==> src/rtl/hlrc_pkg.sv <==
// Shared types, constants, character helpers and the microcode table of the response checker.
package hlrc_pkg;

	localparam int MAX_WORDS = 8;
	localparam int MAX_BYTES = 16;

	localparam int WC_W   = 4;
	localparam int KEEP_W = 5;
	localparam int POS_W  = 6;
	localparam int ADDR_W = (MAX_BYTES > 1) ? $clog2(MAX_BYTES) : 1;
	localparam int CFG_W  = 5;
	localparam int IDXR_W = 2;

	// Configuration register indexes
	localparam logic [IDXR_W-1:0] REG_WORD_COUNT    = 2'd0;
	localparam logic [IDXR_W-1:0] REG_KEEP_BYTES    = 2'd1;
	localparam logic [IDXR_W-1:0] REG_REPEAT_FILTER = 2'd2;

	// Frame positions of the end code characters and of the first data character
	localparam logic [POS_W-1:0] POS_EC_HI = 6'd5;
	localparam logic [POS_W-1:0] POS_EC_LO = 6'd6;
	localparam logic [POS_W-1:0] POS_DATA  = 6'd7;

	// Remote end codes
	localparam logic [7:0] EC_NONE   = 8'h00;
	localparam logic [7:0] EC_FCS    = 8'h13;
	localparam logic [7:0] EC_FORMAT = 8'h14;
	localparam logic [7:0] EC_ENTRY  = 8'h15;
	localparam logic [7:0] EC_LENGTH = 8'h18;
	localparam logic [7:0] EC_CPU    = 8'h21;

	typedef enum logic [2:0] {
		STAT_OK         = 3'd0,
		STAT_FCS        = 3'd1,
		STAT_REMOTE_FCS = 3'd2,
		STAT_FORMAT     = 3'd3,
		STAT_ENTRY      = 3'd4,
		STAT_LENGTH     = 3'd5,
		STAT_CPU        = 3'd6,
		STAT_OTHER      = 3'd7
	} status_t;

	typedef enum logic [3:0] {
		SP_WAIT     = 4'd0,
		SP_PARSE    = 4'd1,
		SP_DISPATCH = 4'd2,
		SP_CHECK    = 4'd3,
		SP_CMP      = 4'd4,
		SP_CMPEND   = 4'd5,
		SP_COPY     = 4'd6,
		SP_EMPTY    = 4'd7,
		SP_EMIT     = 4'd8,
		SP_ERR      = 4'd9
	} step_t;

	typedef enum logic [3:0] {
		C_ALWAYS     = 4'd0,
		C_ACCEPT     = 4'd1,
		C_NO_RESULT  = 4'd2,
		C_ERROR      = 4'd3,
		C_FILTER_OFF = 4'd4,
		C_IDX_DONE   = 4'd5,
		C_EQUAL      = 4'd6,
		C_KEEP_ZERO  = 4'd7,
		C_LAST_OUT   = 4'd8
	} cond_t;

	// Datapath operations enabled by one control word
	typedef struct packed {
		logic accept;
		logic parse;
		logic clr_idx;
		logic cmp;
		logic cmpend;
		logic copy;
		logic load_data;
		logic load_err;
	} ctrl_t;

	// Branch conditions reported by the datapath
	typedef struct packed {
		logic accept;
		logic no_result;
		logic error;
		logic filter_off;
		logic idx_done;
		logic equal;
		logic keep_zero;
		logic last_out;
		logic out_free;
	} conds_t;

	typedef struct packed {
		ctrl_t ops;
		logic  wait_out;
		cond_t cond;
		step_t t_true;
		step_t t_false;
	} uword_t;

	function automatic logic [3:0] hex_value(input logic [7:0] ch);
		logic [7:0] t;
		t = ch - 8'd55;
		if (ch >= 8'd48 && ch <= 8'd57) begin
			return ch[3:0];
		end else if (ch >= 8'h41 && ch <= 8'h46) begin
			return t[3:0];
		end else begin
			return 4'd0;
		end
	endfunction

	function automatic logic [7:0] hex_char(input logic [3:0] nib);
		logic [7:0] c;
		c = {4'd0, nib & 4'h0F} + 8'd48;
		if (c > 8'd57) begin
			c = c + 8'd7;
		end
		return c;
	endfunction

	function automatic status_t map_end_code(input logic [7:0] code);
		case (code)
			EC_FCS:    return STAT_REMOTE_FCS;
			EC_FORMAT: return STAT_FORMAT;
			EC_ENTRY:  return STAT_ENTRY;
			EC_LENGTH: return STAT_LENGTH;
			EC_CPU:    return STAT_CPU;
			default:   return STAT_OTHER;
		endcase
	endfunction

	// The control program: one word per step.
	function automatic uword_t ucode(input step_t sp);
		uword_t uw;
		uw = uword_t'('0);
		uw.cond    = C_ALWAYS;
		uw.t_true  = SP_WAIT;
		uw.t_false = SP_WAIT;
		case (sp)
			SP_WAIT: begin
				uw.ops.accept = 1'b1;
				uw.cond       = C_ACCEPT;
				uw.t_true     = SP_PARSE;
				uw.t_false    = SP_WAIT;
			end
			SP_PARSE: begin
				uw.ops.parse = 1'b1;
				uw.cond      = C_NO_RESULT;
				uw.t_true    = SP_WAIT;
				uw.t_false   = SP_DISPATCH;
			end
			SP_DISPATCH: begin
				uw.ops.clr_idx = 1'b1;
				uw.cond        = C_ERROR;
				uw.t_true      = SP_ERR;
				uw.t_false     = SP_CHECK;
			end
			SP_CHECK: begin
				uw.cond    = C_FILTER_OFF;
				uw.t_true  = SP_EMPTY;
				uw.t_false = SP_CMP;
			end
			SP_CMP: begin
				uw.ops.cmp = 1'b1;
				uw.cond    = C_IDX_DONE;
				uw.t_true  = SP_CMPEND;
				uw.t_false = SP_CMP;
			end
			SP_CMPEND: begin
				uw.ops.cmpend  = 1'b1;
				uw.ops.clr_idx = 1'b1;
				uw.cond        = C_EQUAL;
				uw.t_true      = SP_ERR;
				uw.t_false     = SP_COPY;
			end
			SP_COPY: begin
				uw.ops.copy = 1'b1;
				uw.cond     = C_IDX_DONE;
				uw.t_true   = SP_EMPTY;
				uw.t_false  = SP_COPY;
			end
			SP_EMPTY: begin
				uw.ops.clr_idx = 1'b1;
				uw.cond        = C_KEEP_ZERO;
				uw.t_true      = SP_ERR;
				uw.t_false     = SP_EMIT;
			end
			SP_EMIT: begin
				uw.ops.load_data = 1'b1;
				uw.wait_out      = 1'b1;
				uw.cond          = C_LAST_OUT;
				uw.t_true        = SP_WAIT;
				uw.t_false       = SP_EMIT;
			end
			SP_ERR: begin
				uw.ops.load_err = 1'b1;
				uw.wait_out     = 1'b1;
				uw.cond         = C_ALWAYS;
				uw.t_true       = SP_WAIT;
				uw.t_false      = SP_WAIT;
			end
			default: begin
				uw.cond    = C_ALWAYS;
				uw.t_true  = SP_WAIT;
				uw.t_false = SP_WAIT;
			end
		endcase
		return uw;
	endfunction

endpackage

==> src/rtl/hlrc_seq.sv <==
// Step counter and branch logic that runs the microcode program of the response checker.
module hlrc_seq
	import hlrc_pkg::*;
(
	input  logic   clk,
	input  logic   arst_n,
	input  conds_t conds,
	output ctrl_t  ctrl
);

	step_t  step_q;
	step_t  step_next;
	uword_t uw;
	logic   hold;
	logic   taken;

	always_comb begin
		uw = ucode(step_q);
		// A step that loads the output register waits while the register is full and its transaction is not taken.
		hold = uw.wait_out && !conds.out_free;
		case (uw.cond)
			C_ALWAYS:     taken = 1'b1;
			C_ACCEPT:     taken = conds.accept;
			C_NO_RESULT:  taken = conds.no_result;
			C_ERROR:      taken = conds.error;
			C_FILTER_OFF: taken = conds.filter_off;
			C_IDX_DONE:   taken = conds.idx_done;
			C_EQUAL:      taken = conds.equal;
			C_KEEP_ZERO:  taken = conds.keep_zero;
			C_LAST_OUT:   taken = conds.last_out;
			default:      taken = 1'b1;
		endcase
		if (hold) begin
			step_next = step_q;
		end else if (taken) begin
			step_next = uw.t_true;
		end else begin
			step_next = uw.t_false;
		end
		ctrl = uw.ops;
		if (hold) begin
			ctrl.load_data = 1'b0;
			ctrl.load_err  = 1'b0;
		end
	end

	always_ff @(posedge clk or negedge arst_n) begin
		if (!arst_n) begin
			step_q <= SP_WAIT;
		end else begin
			step_q <= step_next;
		end
	end

endmodule

==> config.mk <==
export PLATFORM = sky130hd
export DESIGN_NAME = hlrc_seq
export DESIGN_NICKNAME = d
export VERILOG_FILES = /design/src/rtl/hlrc_pkg.sv /design/src/rtl/hlrc_seq.sv
export SDC_FILE = /design/constraint.sdc
export NUM_CORES = 1
export LEC_CHECK = 0
export BUFFER_PORTS_ARGS = -buffer_cell sky130_fd_sc_hd__buf_2
export CAP_MARGIN = 40
export CORE_MARGIN = 5
export CORE_UTILIZATION = 35
export DETAILED_ROUTE_END_ITERATION = 6
export PLACE_DENSITY = 0.59
export SYNTH_ARGS = -nofsm -noshare
export SYNTH_HDL_FRONTEND = slang
export SYNTH_SLANG_ARGS = --single-unit
==> constraint.sdc <==
create_clock -name clk -period 2.28 [get_ports clk]
set_clock_uncertainty 0.15 [all_clocks]
set_input_delay 0 -clock clk [delete_from_list [all_inputs] [get_ports clk]]
set_output_delay 0 -clock clk [all_outputs]
set_load 0.03 [all_outputs]
# [Yosys cells after proc, flatten, opt, wreduce, memory -nomap -nowiden]
# Cells that the tools add are included.
[classes] eq_ne=17 mux=13 n_reduce_logical=5
[ops] op="$pmux 12 s9" n=1
[ops] op="$eq 4x3->1 const B" n=8
[ops] op="$eq 4x2->1 const B" n=4
[ops] op="$eq 4x4->1 const B" n=3
[ops] op="$mux 1" n=9
[ops] op="$eq 4x1->1 const B" n=2
[ops] op="$pmux 1 s8" n=1
[ops] op="$logic_not 4->1" n=1
[ops] op="$mux 4" n=1
[ops] op="$reduce_or 3->1" n=1
[ops] op="$mux 2" n=1
[ops] op="$reduce_or 2->1" n=1
[ops] op="$logic_and 1x1->1" n=1
[ops] op="$logic_not 1->1" n=1
[totals] register_bits=4 input_bits=11 word_cells=36

# [Longest topological paths before layout]
# Gate-level depths: netlist of the first run.
[logic_depth] word_depth=5 mapped_depth=6

# [Worst setup path after synthesis of the first run]
# No wires, ideal clock.
[synth_timing] path_type="register to register" start="register step_q[0]" end="register step_q[1]" setup_time_ps=139 t_arrival_ps=1587 slack_ps=405 stages_incl_launch_ff=5 n_path_buf=0 cell_sequence="dfrtp_1 -> or4_4 -> o211ai_2 -> nor3_2 -> or4_1"
[synth_between] elab_chain_cells=5 elab_cells_between_ends=24 cone_classes="17 x eq/ne; 4 x mux; 3 x reduce/logical"
[synth_rtl] item="start, declared" line="hlrc_seq.sv:11" rtl="step_t step_q;"
[synth_rtl] item="start signal, assigned" line="hlrc_seq.sv:51" rtl="step_q <= step_next;"
[synth_rtl] item="$eq 4x4->1 (tied with other cells)" line="hlrc_pkg.sv:140" rtl="case (sp)"
[synth_rtl] item="$pmux 12 s9" line="hlrc_pkg.sv:140"
[synth_rtl] item="$eq 4x4->1 (tied with other cells)" line="hlrc_seq.sv:21" rtl="case (uw.cond)"
[synth_rtl] item="$pmux 1 s8" line="hlrc_seq.sv:21"
[synth_rtl] item="$mux 4" line="hlrc_seq.sv:35" rtl="end else if (taken) begin"
# Several ways; a longest one is shown, not always the timed one.
# A chain may end at the register's enable or synchronous reset.

# [Worst setup path after layout of the first run]
[layout_timing] start="register step_q[1]" end="register step_q[1]"
# Same word-level chain as after synthesis.

==> impl_metrics.json, run 1 <==
{
  "root_buffer": "clkbuf_4",
  "holdBufCountCts": 3,
  "path_clk_slew_ps": 40,
  "design_area_um2": 651,
  "ir_drop_mv": 0.440,
  "power.total_uw": 881,
  "async_flop_share": 1.00,
  "synthDistinctLibCells": 34,
  "maxCapViolCount": 0,
  "hp-class": "in2reg",
  "numCtsBuffers": 3,
  "seq_area_frac_synth": 0.214,
  "pwr-share-comb": 0.709,
  "place.gp.congestion": 0.873,
  "gr-usage-all-layers": 0.143,
  "pwr-share-clk": 0.096,
  "antenna_found_initial": 0,
  "core_area_um2": 1280,
  "fp.dieW_um": 46.6,
  "ys_warn_count": 0,
  "largestRegisters": "step_q x4",
  "htree_num_levels": 1,
  "syn-cell-area_um2": 468,
  "fin_crit_sh": 0.914,
  "placed_cell_area_um2": 598,
  "via_per_inst": 5.83,
  "finalCriticalPeriod_ps": 2090,
  "yosysTopAreaCell": "dfrtp_1",
  "drcViolationCount": 0,
  "slew_viol_final": 0,
  "postCtsSetupBuffers": 0,
  "numPortBuffers": 18,
  "synth_top_area_frac": 0.214,
  "max_slew_margin": 0.758,
  "antenna_left": 0,
  "vias": 612,
  "largest_register_ffs": 4,
  "regMostFlops": "step_q",
  "worst_slack_ps": 195,
  "report.final.hold_viol_count": 0,
  "dp_slack_ps": 210,
  "drtIter0Drc": 27,
  "grt_pass1_wl_um": 2290,
  "ys.flop_type": "dfrtp_1",
  "critPathLaunchType": "flip-flop",
  "synth.avg_cell_area_um2": 7.20,
  "p_sw_frac": 0.539,
  "syn_to_final_growth_pct": 39.0,
  "end_kind": "flip-flop",
  "cts_tree": "yes",
  "drive_above_1_share": 0.356,
  "ys_seq_elements": 4,
  "die_area_um2": 2170,
  "clk_latency_ps": 230,
  "num_rows": 13,
  "routedWlPerCell_um": 13.8,
  "nNetsFinal": 103,
  "fmax_mhz": 480,
  "dr.pass1.iters": 4,
  "switching_power_uw": 475,
  "rsz0062_at_grt": "no",
  "grt_pass1_vias": 561,
  "p_int_uw": 406,
  "cp_data_required_time_ps": 2230,
  "hold_ws_ps": 229,
  "r2r_setup_slack_ps": 190,
  "arrival_ps": 2030,
  "io_pins": 19,
  "tns_ps": 0,
  "p_seq_frac": 0.195,
  "p_leak_nw": 0.313,
  "run_status": "completed",
  "grt_max_degree": 13,
  "synthCells": 65,
  "cp_max_fo": 10,
  "initial_core_util": 0.364,
  "detail_route.wirelength_um": 1450,
  "p_per_area_nw_per_um2": 1350,
  "critPathKind": "reg2reg",
  "placedCellCount": 99,
  "synth_area_leaders": "dfrtp_1, nor2_1, nor3_1",
  "cts.sink_count": 4,
  "tightest_slew_ps": 359,
  "ctsResizeCount": 0,
  "n_antenna_cell": 0,
  "setup_viol": 0,
  "clk_path_buf_depth": 2,
  "syn-num-nets": 76,
  "die_h_um": 46.6,
  "fin_cells": 105,
  "grt_overflow": 0,
  "final_util": 0.506,
  "dp_hpwl_um": 1080,
  "synth_enable_flop_cells": 0
}
==> power by group through the flow <==
stage | Clock, mW | Sequential, mW | Combinational, mW
global route | 0.0873 | 0.177 | 0.676
finish | 0.0843 | 0.172 | 0.624
CTS | 0.0867 | 0.168 | 0.618
global placement | 0 | 0.171 | 0.609
detailed placement | 0 | 0.169 | 0.610
floorplan | 0 | 0.128 | 0.469
==> final timing paths <==
| check | to | cells past startpoint | from |
|---|---|---|---|
| max in group asynchronous | step_q[3] | 3 | arst_n |
| min reg2reg | step_q[2] | 2 | step_q[1] |
| max reg2reg | step_q[1] | 4 | step_q[1] |
| min | step_q[3] | 5 | conds[3] |
| max | step_q[1] | 4 | step_q[1] |
| min in group asynchronous | step_q[2] | 3 | arst_n |
==> worst max-delay path, stage by stage, from the launching register on <==
cell,delay (ps)
dfrtp_1,480
or4_4,590
o211ai_2,140
nor3_2,80
or4_1,510
==> layout make-up <==
cell class	count	area, um^2
Multi-Input combinational cell	53	333
Tap cell	15	18.8
Inverter	3	11.3
Clock buffer	3	22.5
Fill cell	120	634
Timing Repair Buffer	27	165
Sequential cell	4	100
==> synthesized netlist by cell type, drive strengths merged (2+ instances only) <==
| library cell | instances |
|---|---|
| inv | 2 |
| buf | 2 |
| nand2 | 5 |
| dfrtp | 4 |
| o21ai | 3 |
| a31oi | 3 |
| nand3 | 2 |
| o211ai | 2 |
| and3 | 2 |
| clkbuf | 3 |
| and3b | 2 |
| a21oi | 3 |
| nor2 | 10 |
| or4 | 2 |
| o22ai | 2 |
| nor3 | 6 |
==> placed cells by master, fill, tap and decap left out, types with 3 or more instances in the layout <==
cell type | Yosys | final
buf_2 | 1 | 18
clkbuf_4 | 0 | 3
buf_4 | 1 | 6
nand2_1 | 5 | 5
nor3_1 | 5 | 5
nor2_1 | 10 | 10
dlygate4sd3_1 | 0 | 3
a21oi_1 | 3 | 3
dfrtp_1 | 4 | 4
==> logic make-up (layout without fill, tap and decap cells) <==
logic type,count (synthesis),after routing,synth area share
buffers and inverters,8,33,0.0749
AO/OA/AOI/OAI,18,18,0.299
flip-flops,4,4,0.214
AND/OR/NAND/NOR,34,34,0.390
multiplexers,1,1,0.0214
==> routing by layer <==
layer  GRT usage  wire (um)  share of wire  vias up
li1            -          -              -      295
met1       0.181        615           0.42      285
met2       0.236        689           0.48       29
met3      0.0156        128          0.088        3
met4      0.0682         16          0.011        0
met5           0          0              0        -
Note: power is estimated with default switching activity, not from simulation.
==> run 2, diff against run 1 <==
--- a/config.mk
+++ b/config.mk
@@ -5,12 +5,14 @@
 export SDC_FILE = /design/constraint.sdc
 export NUM_CORES = 1
 export LEC_CHECK = 0
+export ABC_AREA = 1
 export BUFFER_PORTS_ARGS = -buffer_cell sky130_fd_sc_hd__buf_2
 export CAP_MARGIN = 40
-export CORE_MARGIN = 5
-export CORE_UTILIZATION = 35
+export CORE_AREA = 5 5 42 44
 export DETAILED_ROUTE_END_ITERATION = 6
-export PLACE_DENSITY = 0.59
+export DIE_AREA = 0 0 47 49
+export PLACE_DENSITY = 0.57
+export SETUP_SLACK_MARGIN = 0.2
 export SYNTH_ARGS = -nofsm -noshare
 export SYNTH_HDL_FRONTEND = slang
 export SYNTH_SLANG_ARGS = --single-unit
==> run 2 against run 1 <==
Design area decreased by 7.1%; core utilization shrank 7.5 points; critical path type is now reg2out; hold slack worse by 150 ps.
==> impl_metrics.json, run 2 <==
{
  "fin_crit_sh": 0.730,
  "path_clk_slew_ps": 40,
  "yosysTopAreaCell": "dfrtp_1",
  "ys_seq_elements": 4,
  "largestRegisters": "step_q x4",
  "regMostFlops": "step_q",
  "initial_core_util": 0.315,
  "vias": 538,
  "min-delay-start": "conds[7]",
  "numPortBuffers": 18,
  "critPathKind": "reg2out",
  "rsz0062_at_grt": "no",
  "clk_path_buf_depth": 2,
  "ys_warn_count": 0,
  "hp-class": "in2reg",
  "syn-num-nets": 89,
  "slowest_delay_ps": 440,
  "synthCells": 78,
  "seq_area_frac_synth": 0.227,
  "syn_to_final_growth_pct": 36.8,
  "numCtsBuffers": 3,
  "power.total_uw": 813,
  "slowest_stage": "dfrtp_1",
  "grt_pass1_vias": 464,
  "finalCriticalPeriod_ps": 1660,
  "arrival_ps": 1510,
  "final_common_cell": "nand2_1",
  "cts.sink_count": 4,
  "fp.dieW_um": 47,
  "slew_viol_final": 0,
  "fmax_mhz": 601,
  "design_area_um2": 604,
  "final_util": 0.431,
  "ir_drop_mv": 0.636,
  "clk_latency_ps": 230,
  "grt_max_degree": 8,
  "n_antenna_cell": 0,
  "critPathLaunch": "step_q[3]",
  "die_h_um": 49,
  "p_leak_nw": 0.386,
  "ys.flop_type": "dfrtp_1",
  "p_per_area_nw_per_um2": 1350,
  "worstReg2RegStart": "step_q[1]",
  "syn-cell-area_um2": 442,
  "cp_data_required_time_ps": 2130,
  "antenna_found_initial": 0,
  "end_kind": "output pin",
  "io_pins": 19,
  "critPathLaunchType": "flip-flop",
  "setup_viol": 0,
  "report.final.hold_viol_count": 0,
  "synth_top_area_frac": 0.227,
  "place.gp.congestion": 0.838,
  "dp_hpwl_um": 1010,
  "antenna_left": 0,
  "synth_commonest_cells": "nand2_1, inv_1, nand3_1",
  "run_status": "completed",
  "cts_tree": "yes",
  "placed_cell_area_um2": 552,
  "max_slew_margin": 0.805,
  "grt_overflow": 0,
  "synth.avg_cell_area_um2": 5.66,
  "die_area_um2": 2300,
  "postCtsSetupBuffers": 0,
  "largest_register_ffs": 4,
  "core_area_um2": 1400,
  "dr.pass1.iters": 4,
  "cp_common_cell": "nor2_1",
  "drcViolationCount": 0,
  "gr-usage-all-layers": 0.108,
  "yosysMostFrequentCell": "nand2_1",
  "detail_route.wirelength_um": 1200,
  "htree_num_levels": 1,
  "worst_slack_ps": 615,
  "grt_pass1_wl_um": 1870,
  "tightest_slew_ps": 293,
  "dp_slack_ps": 777,
  "routedWlPerCell_um": 10.1,
  "worstPathCellList": "inv_2 -> nor2_1 -> nand2_1 -> a21oi_2 -> nor2_1 -> buf_2",
  "via_per_inst": 4.56,
  "synthDistinctLibCells": 14,
  "cp_max_fo": 5,
  "drive_above_1_share": 0.324,
  "drtIter0Drc": 6,
  "async_flop_share": 1.00,
  "num_rows": 14,
  "synth_area_leaders": "dfrtp_1, nand2_1, nand3_1",
  "maxCapViolCount": 0,
  "layout_common_cells": "nand2_1, buf_2, inv_1, nand3_1, nor2_1",
  "nNetsFinal": 115,
  "synth_enable_flop_cells": 0,
  "root_buffer": "clkbuf_4",
  "tns_ps": 0
}
==> run 2: changes by cell type after synthesis, sizes merged, moves of 3 or more <==
cell / before / now
inv: 2 / 18
nor2: 10 / 16
nand2: 5 / 19
a31oi: 3 / 0
clkbuf: 3 / 0
nor3: 6 / 0
nand3: 2 / 14
==> run 2: timing repair <==
action,in CTS,in global routing
setup endpoints to repair,0,0
hold endpoints to repair,6,0
hold buffers,3,0
resized for setup,0,0
==> run 2: path summary, 6_finish.rpt <==
kind	endpoint	depth (start not counted)	slack, ps
worst max register to register	step_q[0]	8	770
worst min register to register	step_q[0]	2	530
min in group asynchronous	step_q[3]	3	500
worst min-delay path	step_q[3]	6	80
worst max-delay path	ctrl[0]	6	620
max in group asynchronous	step_q[0]	3	1320
==> run 2: worst max-delay path, delay by kind of cell (launching register included) <==
kind,cells,cell delay [ps]
AOI/OAI and AO/OA,1,210
and+or+nand+nor,3,370
DFF,1,440
buffers and inverters,2,250
==> run 2: metal layers <==
layer | part of all wire | GRT usage | routed length, um
met3 | 0.062 | 0.0148 | 74
met4 | 0.017 | 0.0783 | 20
met2 | 0.46 | 0.136 | 550
met1 | 0.46 | 0.160 | 551
met5 | 0 | 0 | 0
==> run 2: cells by family after synthesis <==
kind of cell	share of synthesized area
AND/OR/NAND/NOR	0.538
buffers and inverters	0.153
AO/OA/AOI/OAI	0.0822
flip-flops	0.227
==> run 2: stage by stage <==
stage               std cells  hold WS (ps)
floorplan                  78          -446
global placement          112          -343
detailed placement        112          -343
CTS                       118          83.2
global route              118           112
finish                    118          81.5
==> run 2: final cells by class <==
| class | count | area (um^2) |
|---|---|---|
| Fill cell | 165 | 797 |
| Multi-Input combinational cell | 56 | 274 |
| Timing Repair Buffer | 21 | 120 |
| Sequential cell | 4 | 100 |
| Inverter | 18 | 67.6 |
| Clock buffer | 3 | 22.5 |
| Tap cell | 16 | 20.0 |
==> run 2: power breakdown <==
| group | leakage, nW | internal (mW) | switching (mW) |
|---|---|---|---|
| registers | 0.0520 | 0.104 | 0.0569 |
| clock network | 0.0138 | 0.0588 | 0.0269 |
| logic | 0.321 | 0.175 | 0.391 |
| total | 0.386 | 0.338 | 0.475 |
==> run 3, diff against run 2 <==
--- a/config.mk
+++ b/config.mk
@@ -5,13 +5,13 @@
 export SDC_FILE = /design/constraint.sdc
 export NUM_CORES = 1
 export LEC_CHECK = 0
-export ABC_AREA = 1
+export ABC_AREA = 0
 export BUFFER_PORTS_ARGS = -buffer_cell sky130_fd_sc_hd__buf_2
 export CAP_MARGIN = 40
-export CORE_AREA = 5 5 42 44
+export CORE_MARGIN = 5
+export CORE_UTILIZATION = 35
 export DETAILED_ROUTE_END_ITERATION = 6
-export DIE_AREA = 0 0 47 49
-export PLACE_DENSITY = 0.57
+export PLACE_DENSITY = 0.59
 export SETUP_SLACK_MARGIN = 0.2
 export SYNTH_ARGS = -nofsm -noshare
 export SYNTH_HDL_FRONTEND = slang
==> constraint.sdc (replaced) <==
create_clock -name clk -period 1.61 [get_ports clk]
set_clock_uncertainty 0.15 [all_clocks]
set_input_delay 0 -clock clk [delete_from_list [all_inputs] [get_ports clk]]
set_output_delay 0 -clock clk [all_outputs]
set_load 0.03 [all_outputs]
==> run 3 against run 2 <==
The flow now finishes with violations (setup timing); critical path depth decreased by 2; combinational power increased to 3.0 times the previous value; setup slack got worse by 920 ps; non-clock buffer count increased by 28; sequential cell count unchanged; global-route usage increased by 9.4 points; design area increased by 64%; first-iteration DRC count increased to 2.7 times the previous value; hold slack improved by 140 ps; die area decreased by 5.8%; critical endpoint is now step_q[1].
==> impl_metrics.json, run 3 (synthesis results as in run 1) <==
{
  "hold_ws_ps": 224,
  "grt_pass1_vias": 663,
  "drcViolationCount": 0,
  "via_per_inst": 5.46,
  "power.total_mw": 2.01,
  "io_pins": 19,
  "critPathLaunchType": "flip-flop",
  "num_rows": 13,
  "largestRegisters": "step_q x4",
  "p_per_area_nw_per_um2": 2030,
  "p_leak_nw": 0.448,
  "numCtsBuffers": 3,
  "root_buffer": "clkbuf_4",
  "use_met3": 0.0547,
  "final_common_cell": "buf_4",
  "slowest_delay_ps": 540,
  "use_met1": 0.234,
  "initial_core_util": 0.364,
  "clk_latency_ps": 240,
  "dr.pass1.iters": 4,
  "grt-busiest-layer": "met2",
  "final_util": 0.769,
  "drive_above_1_share": 0.643,
  "nNetsFinal": 125,
  "hp-class": "in2reg",
  "grt_pass1_wl_um": 3000,
  "report.final.hold_viol_count": 0,
  "fin_cells": 127,
  "grt_util_met2": 0.349,
  "violations": "setup timing",
  "slew_viol_final": 0,
  "maxCapViolCount": 0,
  "worstPathCellList": "or4_4 -> o211ai_2 -> nor3_2 -> or4_1",
  "crit_buf_inv": 0,
  "vias": 693,
  "crit_family": "simple AND/OR/NAND/NOR gates",
  "cp_data_required_time_ps": 1570,
  "cp_max_fo": 6,
  "regMostFlops": "step_q",
  "worst_slack_ps": -301,
  "antenna_left": 0,
  "grt_max_degree": 12,
  "n_antenna_cell": 0,
  "gr-usage-all-layers": 0.202,
  "core_area_um2": 1280,
  "critPathKind": "reg2reg",
  "dp_hpwl_um": 1300,
  "path_clk_slew_ps": 40,
  "fmax_mhz": 523,
  "fp.dieW_um": 46.6,
  "arrival_ps": 1870,
  "placedCellCount": 114,
  "ir_drop_mv": 1.16,
  "cts_tree": "yes",
  "detail_route.wirelength_um": 1940,
  "dp_slack_ps": -320,
  "rsz0062_at_grt": "yes",
  "clk_path_buf_depth": 2,
  "antenna_found_initial": 0,
  "max_slew_margin": 0.736,
  "drtIter0Drc": 16,
  "end_kind": "flip-flop",
  "run_status": "finished with violations",
  "layout_common_cells": "buf_4, buf_2, buf_6, nor2_1",
  "final.fill_count": 92,
  "tightest_slew_ps": 392,
  "largest_register_ffs": 4,
  "place.gp.congestion": 0.816,
  "syn_to_final_growth_pct": 111,
  "routedWlPerCell_um": 15.3,
  "numPortBuffers": 18,
  "grt_overflow": 0,
  "cts.sink_count": 4,
  "setup_viol": 7,
  "slowest_stage": "or4_4",
  "htree_num_levels": 1,
  "fin_crit_sh": 1.19,
  "die_h_um": 46.6,
  "die_area_um2": 2170,
  "finalCriticalPeriod_ps": 1910
}
[run 3: cell types whose count changed in the layout (fill, tap and decap cells not counted), sizes merged, moves of 6 or more]
cell	delta
nand2	-14
buf	+28
nor2	-6
inv	-16
nor3	+6
nand3	-12
[run 3: power breakdown]
part	internal (mW)	leakage, nW	switching, mW
combinational	0.827	0.385	0.857
sequential	0.147	0.0490	0.0496
clock	0.0836	0.0138	0.0454
[run 3: layer usage]
metal  vias to the layer above  wire length, um
met5                         -                0
met4                         0               51
met3                         7              101
met2                        20              994
met1                       324              790
li1                        342                -
[run 3: cell type report]
class	instances	area, um^2	share of cell area
clock buffer	3	22.5	0.0228
inverter	3	20.0	0.0203
multi-input combinational	53	440	0.446
sequential	4	103	0.104
tap	15	18.8	0.0190
timing repair buffer	49	384	0.389
[run 3: path summary, 6_finish.rpt]
check	from	slack [ps]	end	cells after the start
hold / removal	conds[3]	220	step_q[1]	5
setup reg to reg	step_q[0]	-300	step_q[1]	4
min in group asynchronous	arst_n	550	step_q[3]	3
max in group asynchronous	arst_n	570	step_q[2]	3
hold reg to reg	step_q[3]	630	step_q[2]	3
setup / recovery	step_q[0]	-300	step_q[1]	4
[run 3: repair_timing]
item / in CTS / in global routing
hold buffers: 3 / 0
setup buffers: 2 / 5
gates resized for setup: 26 / 19
pin swaps: 2 / 3
endpoints found under the hold margin: 5 / 0
endpoints found under the setup margin: 12 / 12
[run 3: per-stage QoR]
stage / area [um^2] / setup TNS [ps]
finish: 988 / -953
global route: 988 / -1470
CTS: 878 / -921
detailed placement: 726 / -911
global placement: 726 / -796
floorplan: 483 / -304
[run 3: worst min-delay path, stage by stage]
cell,delay (ps)
buf_2,100
nand2_1,100
o211ai_2,110
nor3_2,150
or4_1,120
